==> config.mk <==
export PLATFORM = sky130hd
export DESIGN_NAME = cat_ctrl
export DESIGN_NICKNAME = d
export VERILOG_FILES = /design/src/rtl/cat_pkg.sv /design/src/rtl/cat_ctrl.sv
export SDC_FILE = /design/constraint.sdc
export NUM_CORES = 1
export LEC_CHECK = 0
export ABC_AREA = 1
export BUFFER_PORTS_ARGS = -buffer_cell sky130_fd_sc_hd__buf_2
export CAP_MARGIN = 20
export CORE_AREA = 2 2 39 41
export DETAILED_ROUTE_END_ITERATION = 7
export DIE_AREA = 0 0 41 43
export GPL_ROUTABILITY_DRIVEN = 0
export SYNTH_ARGS = -nofsm -noshare
export SYNTH_HDL_FRONTEND = slang
export SYNTH_SLANG_ARGS = --single-unit
==> constraint.sdc <==
create_clock -name clk -period 1.4 [get_ports clk]
set_input_delay 0.14 -clock clk [delete_from_list [all_inputs] [get_ports clk]]
set_output_delay 0.14 -clock clk [all_outputs]
set_load 0.01 [all_outputs]
==> src/rtl/cat_pkg.sv <==
`default_nettype none
package cat_pkg;

  localparam int MODE_W      = 2;
  localparam int INDEX_W     = 8;
  localparam int VALUE_W     = 32;
  localparam int STATUS_W    = 2;
  localparam int COUNT_W     = 9;
  localparam int IN_TDATA_W  = 48;
  localparam int OUT_TDATA_W = 48;

  typedef enum logic [MODE_W-1:0] {
    MODE_APPEND = 2'd0,
    MODE_READ   = 2'd1,
    MODE_WRITE  = 2'd2,
    MODE_REMOVE = 2'd3
  } mode_t;

  typedef enum logic [STATUS_W-1:0] {
    ST_OK     = 2'd0,
    ST_BADIDX = 2'd1,
    ST_FULL   = 2'd2
  } stat_code_t;

  typedef struct packed {
    logic take;
    logic exec;
    logic shift;
    logic fin;
  } cat_cmd_t;

  typedef struct packed {
    mode_t mode;
    logic  bad_idx;
    logic  shift_done;
  } cat_sts_t;

endpackage
`default_nettype wire

==> src/rtl/cat_ctrl.sv <==
`default_nettype none
module cat_ctrl (
  input  wire logic              clk,
  input  wire logic              rst,
  input  wire logic              s_tvalid,
  output logic                   s_tready,
  output logic                   m_tvalid,
  input  wire logic              m_tready,
  input  wire cat_pkg::cat_sts_t sts,
  output cat_pkg::cat_cmd_t      cmd
);
  import cat_pkg::*;

  typedef enum logic [1:0] {
    S_IDLE,
    S_EXEC,
    S_SHIFT,
    S_DONE
  } state_t;

  state_t state;
  logic   out_free;

  assign out_free = !m_tvalid || m_tready;

  always_comb begin
    cmd       = '0;
    cmd.take  = (state == S_IDLE) && s_tvalid && s_tready;
    cmd.exec  = (state == S_EXEC);
    cmd.shift = (state == S_SHIFT);
    cmd.fin   = (state == S_DONE) && out_free;
  end

  always_ff @(posedge clk) begin
    if (rst) begin
      state    <= S_IDLE;
      s_tready <= 1'b1;
      m_tvalid <= 1'b0;
    end else begin
      if (cmd.fin) begin
        m_tvalid <= 1'b1;
      end else if (m_tready) begin
        m_tvalid <= 1'b0;
      end
      case (state)
        S_IDLE: begin
          if (cmd.take) begin
            state    <= S_EXEC;
            s_tready <= 1'b0;
          end
        end
        S_EXEC: begin
          if (sts.mode == MODE_REMOVE && !sts.bad_idx) begin
            state <= S_SHIFT;
          end else begin
            state <= S_DONE;
          end
        end
        S_SHIFT: begin
          if (sts.shift_done) begin
            state <= S_DONE;
          end
        end
        S_DONE: begin
          if (out_free) begin
            state    <= S_IDLE;
            s_tready <= 1'b1;
          end
        end
        default: begin
          state <= S_IDLE;
        end
      endcase
    end
  end

`ifndef SYNTHESIS
  a_ready_idle: assert property (@(posedge clk) disable iff (rst)
    s_tready == (state == S_IDLE))
    else $error("ready out of step with idle state");

  a_take_exec: assert property (@(posedge clk) disable iff (rst)
    cmd.take |=> state == S_EXEC)
    else $error("accepted word did not start execution");

  a_shift_hold: assert property (@(posedge clk) disable iff (rst)
    (state == S_SHIFT && !sts.shift_done) |=> state == S_SHIFT)
    else $error("compaction left early");
`endif

endmodule
`default_nettype wire

======== Word level (Yosys, flattened, before mapping) ========
Index checks and enable logic that the tools add are counted.
Widths: inputs -> output; s select.
word-level totals
  output and inout bits ................... 6
  logic and storage cells ................. 32
  input bits .............................. 8
  flip-flop bits (word level) ............. 4
operators by class
  equality and inequality tests ........... 7
  mux-type cells .......................... 10
  reduce and logical (&&, ||, !) cells .... 12
operators by type and width
  cell                count
  $pmux 2 s4          1
  $eq 2x2->1 const B  3
  $mux 2              3
  $ne 2x2->1 const B  3
  $reduce_and 3->1    2
  $mux 1              5
  $logic_and 1x1->1   4
  $reduce_bool 2->1   2
  $eq 2x1->1 const B  1
  $logic_not 1->1     2
  $logic_not 2->1     1
  $pmux 1 s2          1
  $logic_or 1x1->1    1

======== Depth between registers and ports, before layout ========
  word-level depth ........................ 5
  gate-level depth with buffers ........... 8
  depth with buffers taken out ............ 8

======== Least setup slack after synthesis ========
No wires, ideal clock.
  path kind ............................... flip-flop to flip-flop
  start ................................... register state[0]
  end ..................................... register state[0]
  arrival time ............................ 1.068 ns
  required time ........................... 1.286 ns
  path buffers ............................ 0
  setup time .............................. 0.114 ns
  stages on the path, launching flop included .. 9
  clock period less this slack ............ 1.182 ns
  path slack .............................. 0.218 ns
  cell sequence ........................... dfxtp_1 > inv_1 > ha_1 > nand2_1 > nand2_2 > nor2_4 > nand2_1 > nand2_1 > a21oi_2
RTL lines
  element                 line            text
  from (decl)             cat_ctrl.sv:21  state_t state;
  from (signal assigned)  cat_ctrl.sv:36  state <= S_IDLE;
  from (signal assigned)  cat_ctrl.sv:48  state <= S_EXEC;
  from (signal assigned)  cat_ctrl.sv:54  state <= S_SHIFT;

==> metrics <==
outcome complete, no violations; HPWL after DPL between 400 and 500 um; reg2reg end state[0]; core area 0.00138 sq mm; CTS Buf Count 3; register area share after synthesis between 20% and 30%; clk slew on worst S/H paths 0.03 ns; fmax 770 MHz; RR Startpoint state[0]; final setup fails 0; TNS Setup 0 ns; share of layout cells above drive strength 1 46.4%; Die Y 43 um; postcts setup bufs 0; vias per cell 4.03; critical path endpoint category primary output; max_slew headroom 86.0%; Final Cell Area 399 sq um; CTS max path bufs 2; logic gate share of total power 50.7%; Pleak 0.222 nW; router iterations before antenna repair 2; Critical Path Sink cmd[3]; Cells after Synth 40; Net Switching 0.279 mW; Setup CP Type reg2out; Power Total 0.670 mW; worst reg-to-reg path cell count 8; Max Clock Skew 0.000159 ns; RSZ-0062 raised after global routing no; DRC Markers 0; io pins 14; global-route wire length before repair 862 um; nets@finish 70; WP data arrival around 1.2 ns; # diodes 0; PortBufs 13; crit-path max FO 5; site row count 14; wl on met1 236 um; Worst R2R Setup Slack 0.23 ns; Post-Layout Cell Count 72; via count 290; wire per inst 7.43 um; switching share of power approximately two fifths; DP Area 375 sq um; vias in the first global route 249; final worst path period share 92.7%; routed wl met3 52 um; yosys warns 0; syn_nets 52; total gr overflow 0; CTS tree built; Die X 41 um; CTS Sinks 4; dpl cells 69; Tmin final 1.30 ns; htree depth 1; antenna violations before repair 0; maximum vdd drop 0.000526 V; Met2 Wirelength 246 um; maxcap violations 0; Layout Utilization between 20 and 30%; worst skew pair latency 0.23 ns; crit path from state[0]; Final Hold Vio Count 0; Pint 0.391 mW; DRT iter0 DRCs 4; crit path launch type register; Slew Viols, Final 0; die area 0.00176 sq mm; WL final 535 um; Clk Tree Root Cell clkbuf_4; initial core utilization approximately a fifth; largest net degree at the start of global routing 6; post-synth cell types 12; PwrDens 1680 mW/mm^2; gr usage total 7.52%; highest routed layer met3; WP data required about 1.3 ns; worst min path class in2reg; register share of total power 28.5%; Netlist Area Pre-Place 290 sq um; synthesized area per cell 7.26 sq um; clock share of power 20.8%; Yosys reg bits 4; P&R area growth vs syn 37.5%; Tightest Pin Transition 0.208 ns; Final ANT Viol Nets 0
## cell families (layout without fill, tap and decap cells)
kind of cell | count (synthesis) | count (layout) | share of synthesized area (%)
simple gates | 19 | 19 | 34.9
buf+inv | 8 | 24 | 10.3
compound gates | 5 | 5 | 9.91
fa+ha+maj | 4 | 4 | 17.2
flops | 4 | 4 | 27.6
## routing by layer
metal | up-vias | track usage (%)
li1 | 154 | -
met1 | 123 | 8.01
met2 | 13 | 10.9
met3 | 0 | 4.71
met4 | 0 | 4.00
met5 | - | 0
## registers in the layout, indices dropped and copies added (netlist names)
register / flops
state: 2
s_tready: 1
m_tvalid: 1
## worst min path at each step
stage          start        to  slack, ns  cells past startpoint
4_1_cts          rst  state[0]        0.1                      2
3_3_place_gp     rst  state[0]       0.34                      2
6_report         rst  state[0]        0.1                      2
3_5_place_dp     rst  state[0]       0.34                      2
5_1_grt          rst  state[0]        0.1                      2
2_1_floorplan    rst  state[0]       0.20                      1
## power groups by stage
| stage | clock [mW] | sequential (mW) | combinational, mW |
|---|---|---|---|
| after floorplan | 0 | 0.188 | 0.255 |
| after global placement | 0 | 0.187 | 0.341 |
| after detailed placement | 0 | 0.190 | 0.345 |
| after CTS | 0.146 | 0.188 | 0.348 |
| after global routing | 0.160 | 0.200 | 0.390 |
| final | 0.139 | 0.191 | 0.340 |
## cell usage after synthesis
cell type  count  area [sq um]
nor2_4         2          22.5
nand2_2        5          31.3
ha_1           4          50.1
o21ai_0        3          15.0
a21oi_1        1          5.00
dfxtp_1        4          80.1
nand2_1        8          30.0
nand3_1        1          5.00
nor2_1         2          7.51
nor3_1         1          5.00
inv_1          8          30.0
a21oi_2        1          8.76
## what timing repair did
item | in CTS | in global routing
endpoints found under the hold margin | 0 | 0
setup endpoints to repair | 0 | 1
hold buffers | 0 | 0
gates resized for setup | 0 | 2
## area by class of cell
class / instances / area (sq um)
Inverter: 8 / 30.0
Fill cell: 170 / 985
Clock buffer: 3 / 22.5
Sequential cell: 4 / 81.3
Timing Repair Buffer: 13 / 65.1
Tap cell: 16 / 20.0
Multi-Input combinational cell: 28 / 180
## critical path: stages, from the launching register on
cell and delay (ns):
dfxtp_2 0.33, inv_1 0.08, ha_1 0.18, inv_1 0.06, nor2_1 0.13, buf_2 0.15
## per-stage QoR
step / hold WS (ns) / worst slack [ns]
after CTS: 0.0980 / 0.0335
final: 0.0962 / 0.102
after detailed placement: 0.341 / 0.142
after global placement: 0.343 / 0.180
after global routing: 0.0992 / 0.0326
after floorplan: 0.202 / 0.218
## cell usage in the layout (no fill, tap or decap), drive strengths merged
master,instances
nand3,1
inv,8
ha,4
nor2,4
a21oi,2
clkbuf,3
buf,13
nand2,13
dfxtp,4
nor3,1
o21ai,3
No activity file was read; power rests on OpenSTA's default activity.
